`src/rtl/core/eops_pkg.sv`:
```
`default_nettype none
// ----------------------------------------------------------------------------
// eops_pkg
// shared widths and the sort key mapping for the even/odd partition sorter
// ----------------------------------------------------------------------------
package eops_pkg;

    localparam int DATA_W           = 32;
    localparam int KEY_W            = DATA_W + 1;
    localparam int DEFAULT_CAPACITY = 64;

    // one ascending order over the key gives evens ascending, then odds descending
    function automatic logic [KEY_W-1:0] sort_key(input logic [DATA_W-1:0] v);
        logic [DATA_W-1:0] biased;
        biased = v ^ {1'b1, {(DATA_W-1){1'b0}}};
        if (v[0])
        begin
            return {1'b1, ~biased};
        end
        return {1'b0, biased};
    endfunction

endpackage
`default_nettype wire

```
`src/rtl/core/eops_ram.sv`:
```
`default_nettype none
// ----------------------------------------------------------------------------
// eops_ram
// generic single write port ram with one registered read port
// ----------------------------------------------------------------------------
module eops_ram #(
    parameter int WIDTH = 32,
    parameter int DEPTH = 64
) (
    input  wire logic                     clk,
    input  wire logic                     wr_en,
    input  wire logic [$clog2(DEPTH)-1:0] wr_addr,
    input  wire logic [WIDTH-1:0]         wr_data,
    input  wire logic                     rd_en,
    input  wire logic [$clog2(DEPTH)-1:0] rd_addr,
    output logic      [WIDTH-1:0]         rd_data
);

    logic [WIDTH-1:0] mem_reg [DEPTH];

    always_ff @(posedge clk)
    begin
        if (wr_en)
        begin
            mem_reg[wr_addr] <= wr_data;
        end
        if (rd_en)
        begin
            rd_data <= mem_reg[rd_addr];
        end
    end

endmodule
`default_nettype wire

```
`src/rtl/core/eops_select.sv`:
```
`default_nettype none
// ----------------------------------------------------------------------------
// eops_select
// shared compare unit: keeps the smallest (key, index) above the last one sent
// ----------------------------------------------------------------------------
module eops_select #(
    parameter int IDX_W = 6
) (
    input  wire logic [eops_pkg::KEY_W-1:0] cand_key,
    input  wire logic [IDX_W-1:0]           cand_idx,
    input  wire logic                       prev_valid,
    input  wire logic [eops_pkg::KEY_W-1:0] prev_key,
    input  wire logic [IDX_W-1:0]           prev_idx,
    input  wire logic                       best_valid,
    input  wire logic [eops_pkg::KEY_W-1:0] best_key,
    input  wire logic [IDX_W-1:0]           best_idx,
    output logic                            take
);
    import eops_pkg::*;

    logic above_prev;
    logic below_best;

    // index breaks ties so equal values each go out exactly once
    assign above_prev = !prev_valid || ({cand_key, cand_idx} > {prev_key, prev_idx});
    assign below_best = !best_valid || ({cand_key, cand_idx} < {best_key, best_idx});
    assign take       = above_prev && below_best;

endmodule
`default_nettype wire

```
`src/rtl/core/even_odd_partition_sorter.sv`:
```
`default_nettype none
// ----------------------------------------------------------------------------
// even_odd_partition_sorter
// collects a set of signed values and returns evens ascending, then odds descending
// ----------------------------------------------------------------------------
// Values arrive one request per cycle while item_stall is low and are written
// into a CAPACITY-entry ram; requests beyond capacity are dropped and flag
// overflow on every result of that set. The request with last_in high closes
// the set, and item_stall stays high until the final result has been taken.
// Each result is found by one scan of the ram through a single shared compare
// unit, looking for the smallest sort key above the one sent before (ties
// broken by ram index), so each result takes a full scan: the ram reads, the
// registered read data reaching the compare unit, then a hold in the emit
// state until the result is taken. The ram read port and the compare unit set
// the pace. The sort key puts evens first by signed value, then odds by
// inverted signed value, so one ascending order covers both halves.
// ----------------------------------------------------------------------------
module even_odd_partition_sorter #(
    parameter int CAPACITY = eops_pkg::DEFAULT_CAPACITY
) (
    input  wire logic                        clk,
    input  wire logic                        rst_n,
    // input requests
    input  wire logic                        item_valid,
    output logic                             item_stall,
    input  wire logic [eops_pkg::DATA_W-1:0] value,
    input  wire logic                        last_in,
    // results
    output logic                             result_valid,
    input  wire logic                        result_stall,
    output logic      [eops_pkg::DATA_W-1:0] sorted_value,
    output logic                             last_out,
    output logic                             overflow
);
    import eops_pkg::*;

    localparam int IDX_W = $clog2(CAPACITY);
    localparam int CNT_W = $clog2(CAPACITY + 1);

    typedef enum logic [2:0] {
        ST_LOAD = 3'b001,
        ST_SCAN = 3'b010,
        ST_EMIT = 3'b100
    } state_t;

    // control state
    state_t             state_reg,      state_next;
    logic [CNT_W-1:0]   count_reg,      count_next;
    logic               ovf_reg,        ovf_next;
    logic [CNT_W-1:0]   scan_addr_reg,  scan_addr_next;
    logic               rd_valid_reg,   rd_valid_next;
    logic [IDX_W-1:0]   rd_idx_reg,     rd_idx_next;
    logic               best_valid_reg, best_valid_next;
    logic               prev_valid_reg, prev_valid_next;
    logic [IDX_W-1:0]   emit_cnt_reg,   emit_cnt_next;

    // payload
    logic [KEY_W-1:0]   best_key_reg,   best_key_next;
    logic [IDX_W-1:0]   best_idx_reg,   best_idx_next;
    logic [DATA_W-1:0]  best_val_reg,   best_val_next;
    logic [KEY_W-1:0]   prev_key_reg,   prev_key_next;
    logic [IDX_W-1:0]   prev_idx_reg,   prev_idx_next;

    logic               item_acc;
    logic               result_acc;
    logic               store_full;
    logic               wr_en;
    logic               rd_en;
    logic [DATA_W-1:0]  rd_data;
    logic [KEY_W-1:0]   cand_key;
    logic               take;
    logic [CNT_W-1:0]   count_m1;
    logic               scan_done;

    assign item_stall   = (state_reg != ST_LOAD);
    assign item_acc     = item_valid && !item_stall;
    assign result_valid = (state_reg == ST_EMIT);
    assign result_acc   = result_valid && !result_stall;

    assign store_full   = (count_reg == CNT_W'(CAPACITY));
    assign wr_en        = item_acc && !store_full;

    // one ram read per scan cycle, while addresses remain below the count
    assign rd_en        = (state_reg == ST_SCAN) && (scan_addr_reg < count_reg);
    assign count_m1     = count_reg - CNT_W'(1);
    assign scan_done    = rd_valid_reg && (rd_idx_reg == count_m1[IDX_W-1:0]);

    assign cand_key     = sort_key(rd_data);

    assign sorted_value = best_val_reg;
    assign last_out     = (emit_cnt_reg == count_m1[IDX_W-1:0]);
    assign overflow     = ovf_reg;

    eops_ram #(
        .WIDTH (DATA_W),
        .DEPTH (CAPACITY)
    ) u_store (
        .clk     (clk),
        .wr_en   (wr_en),
        .wr_addr (count_reg[IDX_W-1:0]),
        .wr_data (value),
        .rd_en   (rd_en),
        .rd_addr (scan_addr_reg[IDX_W-1:0]),
        .rd_data (rd_data)
    );

    eops_select #(
        .IDX_W (IDX_W)
    ) u_select (
        .cand_key   (cand_key),
        .cand_idx   (rd_idx_reg),
        .prev_valid (prev_valid_reg),
        .prev_key   (prev_key_reg),
        .prev_idx   (prev_idx_reg),
        .best_valid (best_valid_reg),
        .best_key   (best_key_reg),
        .best_idx   (best_idx_reg),
        .take       (take)
    );

    always_comb
    begin
        state_next      = state_reg;
        count_next      = count_reg;
        ovf_next        = ovf_reg;
        scan_addr_next  = scan_addr_reg;
        rd_valid_next   = rd_en;
        rd_idx_next     = scan_addr_reg[IDX_W-1:0];
        best_valid_next = best_valid_reg;
        prev_valid_next = prev_valid_reg;
        emit_cnt_next   = emit_cnt_reg;
        best_key_next   = best_key_reg;
        best_idx_next   = best_idx_reg;
        best_val_next   = best_val_reg;
        prev_key_next   = prev_key_reg;
        prev_idx_next   = prev_idx_reg;

        unique case (state_reg)
            ST_LOAD:
            begin
                if (item_acc)
                begin
                    if (store_full)
                    begin
                        ovf_next = 1'b1;
                    end
                    else
                    begin
                        count_next = count_reg + CNT_W'(1);
                    end
                    if (last_in)
                    begin
                        // first scan of the set has no lower bound
                        state_next      = ST_SCAN;
                        scan_addr_next  = '0;
                        best_valid_next = 1'b0;
                        prev_valid_next = 1'b0;
                        emit_cnt_next   = '0;
                    end
                end
            end
            ST_SCAN:
            begin
                if (rd_en)
                begin
                    scan_addr_next = scan_addr_reg + CNT_W'(1);
                end
                if (rd_valid_reg && take)
                begin
                    best_valid_next = 1'b1;
                    best_key_next   = cand_key;
                    best_idx_next   = rd_idx_reg;
                    best_val_next   = rd_data;
                end
                if (scan_done)
                begin
                    state_next = ST_EMIT;
                end
            end
            ST_EMIT:
            begin
                if (result_acc)
                begin
                    if (last_out)
                    begin
                        // set done, ready for the next one
                        state_next = ST_LOAD;
                        count_next = '0;
                        ovf_next   = 1'b0;
                    end
                    else
                    begin
                        state_next      = ST_SCAN;
                        scan_addr_next  = '0;
                        best_valid_next = 1'b0;
                        prev_valid_next = 1'b1;
                        prev_key_next   = best_key_reg;
                        prev_idx_next   = best_idx_reg;
                        emit_cnt_next   = emit_cnt_reg + IDX_W'(1);
                    end
                end
            end
            default:
            begin
                state_next = ST_LOAD;
            end
        endcase
    end

    always_ff @(posedge clk or negedge rst_n)
    begin
        if (!rst_n)
        begin
            state_reg      <= ST_LOAD;
            count_reg      <= '0;
            ovf_reg        <= 1'b0;
            scan_addr_reg  <= '0;
            rd_valid_reg   <= 1'b0;
            rd_idx_reg     <= '0;
            best_valid_reg <= 1'b0;
            prev_valid_reg <= 1'b0;
            emit_cnt_reg   <= '0;
        end
        else
        begin
            state_reg      <= state_next;
            count_reg      <= count_next;
            ovf_reg        <= ovf_next;
            scan_addr_reg  <= scan_addr_next;
            rd_valid_reg   <= rd_valid_next;
            rd_idx_reg     <= rd_idx_next;
            best_valid_reg <= best_valid_next;
            prev_valid_reg <= prev_valid_next;
            emit_cnt_reg   <= emit_cnt_next;
        end
    end

    always_ff @(posedge clk)
    begin
        best_key_reg <= best_key_next;
        best_idx_reg <= best_idx_next;
        best_val_reg <= best_val_next;
        prev_key_reg <= prev_key_next;
        prev_idx_reg <= prev_idx_next;
    end

endmodule
`default_nettype wire
```
`config.mk`:
```
export PLATFORM = sky130hd
export DESIGN_NAME = even_odd_partition_sorter
export DESIGN_NICKNAME = d
export VERILOG_FILES = /design/src/rtl/core/eops_pkg.sv /design/src/rtl/core/eops_ram.sv /design/src/rtl/core/eops_select.sv /design/src/rtl/core/even_odd_partition_sorter.sv
export SDC_FILE = /design/constraint.sdc
export NUM_CORES = 2
export LEC_CHECK = 0
export BUFFER_PORTS_ARGS = -buffer_cell sky130_fd_sc_hd__clkbuf_2
export CAP_MARGIN = 20
export CORE_MARGIN = 2
export CORE_UTILIZATION = 32
export CTS_BUF_LIST = sky130_fd_sc_hd__clkbuf_4 sky130_fd_sc_hd__clkbuf_8 sky130_fd_sc_hd__clkbuf_16
export CTS_CLUSTER_SIZE = 14
export DETAILED_ROUTE_END_ITERATION = 7
export PLACE_DENSITY_LB_ADDON = 0.15
export SETUP_SLACK_MARGIN = 0.4
export SLEW_MARGIN = 20
export SYNTH_ARGS = -nofsm -noshare
export SYNTH_HDL_FRONTEND = slang
export SYNTH_HIERARCHICAL = 1
export SYNTH_SLANG_ARGS = --single-unit
```
`constraint.sdc`:
```
create_clock -name clk -period 4.67 [get_ports clk]
set_input_delay 0.2335 -clock clk [delete_from_list [all_inputs] [get_ports clk]]
set_output_delay 0.2335 -clock clk [all_outputs]
set_load 0.005 [all_outputs]
```
== Yosys cells after proc, flatten, opt, wreduce, memory -nomap -nowiden ==
Memory sizes are Yosys's and may differ from the RTL's. A register that Yosys moved wholly into a read port is not among the register bits.
Index checks and enable logic that the tools add are counted.
Word-level totals
  register bits after elaboration: 143
  bits in writable memories: 2048
  bits of input ports: 37
  word-level logic and storage cells: 107
  memories kept: 1
Memories
  u_store.mem_reg: depth 64, bits a word 32, rd ports 1, clocked after memory_dff 1, wr ports 1, line eops_ram.sv:19  | logic [WIDTH-1:0] mem_reg [DEPTH];
Operators by class
  $add $sub $neg: 4
  magnitude comparators: 3
  eq/ne operators: 17
  mux-type cells: 41
  bitwise gates (word level): 3
  reductions and logical operators: 24
Operator list (count)
  $mux W33: 2
  $mux W7: 9
  $gt A39 B39 Y1: 1
  $lt A39 B39 Y1: 1
  $not A32 Y32: 1
  $mux W6: 4
  $pmux W7 S3: 1
  $reduce_and A5 Y1: 3
  $add A7 B1 Y7 const B: 2
  $mux W1: 14
  $ne A2 B2 Y1 const B: 7
  $pmux W7 S2: 1
  $eq A6 B6 Y1: 2
  $mux W3: 4
  $pmux W6 S2: 1
  $reduce_and A6 Y1: 2
  $pmux W3 S3: 1
  $eq A7 B7 Y1 const B: 1
  $logic_and A1 B1 Y1: 7
  $lt A7 B7 Y1: 1
  $add A6 B1 Y6 const B: 1
  $ne A2 B1 Y1 const B: 3
  $sub A6 B1 Y6 const B: 1
  $logic_not A1 Y1: 5
  other kinds (14): 17

== Logic depth before layout (Yosys ltp) ==
  depth after elaboration: 10
  mapped depth: 12

== By module ==
The synthesis kept the hierarchy.
Modules (own cells, without submodules)
  eops_ram: instances 1, cells each 3324, area each 78835.6 um2, sequential area each 62459.9 um2
  even_odd_partition_sorter: instances 1, cells each 339, area each 5524.0 um2, sequential area each 4040.1 um2
  eops_select: instances 1, cells each 271, area each 1940.6 um2, sequential area each 0.0 um2

== Worst setup path before layout ==
No wires, ideal clock.
  kind: reg-to-reg
  start point: register u_store.rd_data[0], read port of u_store.mem_reg
  end point: register best_idx_reg[0] (enable)
  library setup time: 436 ps
  arrival: 4264 ps
  data required time: 4234 ps
  path slack: -30 ps
  cell stages (with the launch flop): 12
  path buffers: 2
  clock period less this slack: 4700 ps
  path through: edfxtp_1 -> clkbuf_1 -> clkbuf_1 -> xor2_1 -> ha_1 -> a21o_1 -> a21o_1 -> a221oi_2 -> nor3b_1 -> a211o_1 -> a211oi_2 -> and3_1
RTL lines
  from (decl): line eops_ram.sv:16  | output logic [WIDTH-1:0] rd_data
  $mux W1 (*): line eops_pkg.sv:16  | if (v[0])
  $mux W33 (*): line eops_pkg.sv:20  | return {1'b0, biased};
  via cand_key[26]: line even_odd_partition_sorter.sv:70  | logic [KEY_W-1:0] cand_key;
  $gt A39 B39 Y1 / $lt A39 B39 Y1 (equally long branches): line eops_select.sv:25, eops_select.sv:26
  $logic_or A1 B1 Y1 (on tied branches): line eops_select.sv:25, eops_select.sv:26
  $logic_and A1 B1 Y1 (*): line eops_select.sv:27  | assign take = above_prev && below_best;
  via take: line even_odd_partition_sorter.sv:71  | logic take;
  $logic_and A1 B1 Y1 (*): line even_odd_partition_sorter.sv:168  | if (rd_valid_reg && take)
  $reduce_and A2 Y1 (no line) (*)
  to (signal assigned): line even_odd_partition_sorter.sv:241  | best_idx_reg <= best_idx_next;
  to (decl): line even_odd_partition_sorter.sv:59  | logic [IDX_W-1:0] best_idx_reg, best_idx_next;
Mark *: on every way through the listed nets, which the timed path passes. The rest lies on a longest branch. The select of a mux whose other input is x is not followed.
A chain may end at the register's enable or synchronous reset.

== Worst setup path after layout ==
  start point: register state_reg[0]
  end point: memory u_store.mem_reg[24][9] (enable)
Between the ends
  word-level cells in the longest chain between the ends: 6
Ends and longest elaborated chain
  from (decl): line even_odd_partition_sorter.sv:47  | state_t state_reg, state_next;
  from (signal assigned): line even_odd_partition_sorter.sv:226  | state_reg <= state_next;
  $ne A3 B1 Y1: line even_odd_partition_sorter.sv:75  | assign item_stall = (state_reg != ST_LOAD);
  $logic_not A1 Y1: line even_odd_partition_sorter.sv:76  | assign item_acc = item_valid && !item_stall;
  $logic_and A1 B1 Y1: line even_odd_partition_sorter.sv:76
  $logic_and A1 B1 Y1: line even_odd_partition_sorter.sv:81  | assign wr_en = item_acc && !store_full;
  via wr_en: line even_odd_partition_sorter.sv:67  | logic wr_en;
  $mux W1: line eops_ram.sv:23  | if (wr_en)
  $mux W1 (not written as such): line eops_ram.sv:25  | mem_reg[wr_addr] <= wr_data;
  to (decl): line eops_ram.sv:19
The timed path passes the listed nets, and every way through them passes these cells.

==> impl_metrics.yaml <==
critical_path:
  required_ps: 5160
  cp_common_cell: "nor2b_1"
  cp_slowest_stage_delay_ps: 600
  cp_cell_sequence: "nor2b_1, and3b_1, a21boi_2, nor2b_1, nand2_1, nor2_4, buf_4"
  cp-start-kind: "flip-flop"
  end_kind: "flip-flop"
  slowest_stage: "buf_4"
  cp.arrival_ps: 4380
  path_max_fanout: 28
  crit_type: "flip-flop to flip-flop"
logic_synthesis:
  synth_cells: 3934
  syn_area_um2: 86300
  async_reset_ff_frac: 0.0149
  synth-edff-count: 2187
  yosysWarnings: 6
  synth_top_area_frac: 0.761
  yosys.cell_types.count: 75
  synth_area_leaders: "edfxtp_1 (76%), mux4_2 (14%), ha_1 (1.3%), mux2i_1 (1.1%), dfrtp_1 (0.93%)"
  ys_ff_latch: 2220
  synth_top_area_cell: "edfxtp_1"
  ys.flop_type: "edfxtp_1"
  yosysSeqAreaShare: 0.771
  synth_area_per_cell_um2: 21.9
floorplanning:
  dieArea_um2: 274000
  core_area_um2: 268000
  die_h_um: 523
  die_x_um: 523
  start_util: 0.322
  num_rows: 190
  io_pins: 73
place:
  dp_hpwl_um: 145000
  io_buffers: 72
  globalplace.congestion: 0.777
  place_ws_ps: 738
  dpl_cell_area_um2: 93100
clocking:
  cts_root_buf: "clkbuf_16"
  clock_path_buffers: 4
  cts_tree: "yes"
  post-cts-setup-buffers: 0
  clock_latency_ps: 900
  cts_buffers: 240
  path_clk_slew_ps: 60
  cts.sinks: 2220
  ctsHtreeMaxLevel: 4
pwr:
  peakVddDrop_mv: 0.358
  p_leak_uw: 0.0316
  power.density_nw_per_um2: 486
layout:
  regArea_um2: 66500
  num-fill-cells: 24300
  drive_gt1_frac: 0.298
  final_cell_area_um2: 101000
  nNetsFinal: 4454
  multiInputGateArea_um2: 19000
  final_common_cell: "edfxtp_1"
  area_growth_pct: 17.0
  largest_reg_flops: 2048
  layout_common_cells: "edfxtp_1 (2187), mux4_2 (544), clkbuf_16 (242)"
routing:
  vias: 41500
  drt_first_pass_iters: 8
  via_per_inst: 5.14
  final_antenna_net_count: 0
  drtIter0Drc: 4111
  totalWireLength_um: 247000
  drc: 0
  wl_per_cell_um: 30.6
sta:
  fin_crit_ps: 3890
  max_freq_mhz: 257
  skew_ps: 65.2
  rsz0062_at_grt: "no"
  fin_tns_setup_ps: 0
  fin_ws_ps: 783
  slew_violations: 0
  maxSlewHeadroom: 0.331
  worst_pin_slew_ps: 1000
  setup_viol: 0
  finalCritPeriodShare: 0.832
  hold_violations: 0
grt:
  grt_max_degree: 65
  grt_pass1_vias: 42800
  grt_use_total: 0.180
  grt_antenna_before_repair: 19
  overflow: 0
  grt_pass1_wl_um: 344000
min_path:
  hp-class: "input port to flip-flop"
flow_run:
  drv_cap: 0
status:
  outcome: "complete, no violations"
[metal layers]
| layer | share of wire | vias to the layer above | global-route usage |
|---|---|---|---|
| met2 | 0.48 | 1239 | 0.291 |
| met5 | 0.000085 | - | 0 |
| met3 | 0.062 | 310 | 0.0334 |
| li1 | - | 17300 | - |
| met1 | 0.44 | 22600 | 0.252 |
| met4 | 0.023 | 4 | 0.0431 |
[cell usage after synthesis, types with 11 or more instances]
master and number:
clkbuf_1 79, nor2b_1 18, dfrtp_1 32, a22oi_1 12
nor3_1 14, o221ai_1 27, nand4_1 21, nand3_1 16
inv_1 96, a21o_1 16, mux4_2 544, nand2b_1 13
mux2i_1 98, o22ai_1 84, edfxtp_1 2187, buf_4 26
nor2_1 154, ha_1 88, buf_1 21, xor2_1 35
and3_1 11, a21oi_1 90, xnor2_1 11, buf_2 59
o21ai_0 20, nand2_1 48
[critical path, delay by kind of cell (launching register included)]
family | cells | cell delay, ps
AO/OA/AOI/OAI | 1 | 550
flip-flops | 1 | 580
AND/OR/NAND/NOR | 5 | 1750
buffers and inverters | 1 | 600
[power by group]
group / internal [µW] / switching (µW) / total, µW
Clock: 10900 / 7750 / 18700
Sequential: 22300 / 271 / 22600
Combinational: 3640 / 4150 / 7790
[through the flow]
| step | utilization | hold slack, ps | cells | power (µW) |
|---|---|---|---|---|
| 3_3_place_gp | 0.347 | 434 | 7625 | 31000 |
| 6_report | 0.376 | 8.71 | 8079 | 49000 |
| 4_1_cts | 0.376 | 0.189 | 8073 | 49700 |
| 3_5_place_dp | 0.347 | 434 | 7625 | 31000 |
| 2_1_floorplan | - | -62.1 | 3937 | 28000 |
| 5_1_grt | 0.376 | 30.9 | 8074 | 50800 |
[logic make-up (layout without fill, tap and decap cells)]
logic type | after synthesis | in the layout | share of synthesized area
AND/OR/NAND/NOR | 336 | 336 | 0.0188
flip-flops | 2220 | 2220 | 0.771
AO/OA/AOI/OAI | 307 | 307 | 0.0236
XOR/XNOR | 48 | 48 | 0.00519
other | 1 | 10 | 0.0000435
multiplexers | 644 | 644 | 0.154
adder cells (fa/ha/maj) | 88 | 88 | 0.0128
buffers and inverters | 290 | 874 | 0.0154
[repair_timing]
action,in CTS,in global routing
setup endpoints to repair,0,0
hold buffers,14,0
hold endpoints to repair,198,0
resized for setup,0,0
[layout make-up]
| type | instances | area share |
|---|---|---|
| repair buffers | 343 | 0.0289 |
| diodes | 6 | 0.000149 |
| clock buffers | 299 | 0.0643 |
| clock inverters | 135 | 0.0119 |
| flip-flops and latches | 2220 | 0.659 |
| multi-input cells | 1427 | 0.188 |
| inverters | 97 | 0.00366 |
| well taps | 3552 | 0.0440 |
[final timing paths]
check,from,end,slack (ps),cells after the start
max in group asynchronous,rst_n,scan_addr_reg[2],3840,2
hold / removal,value[15],u_store/mem_reg[25][15],9,2
min in group asynchronous,rst_n,scan_addr_reg[0],50,2
setup / recovery,state_reg[0],u_store/mem_reg[24][9],780,7
hold reg to reg,best_idx_reg[0],prev_idx_reg[0],440,0
setup reg to reg,state_reg[0],u_store/mem_reg[24][9],780,7
Note: power is estimated with default switching activity, not from simulation.
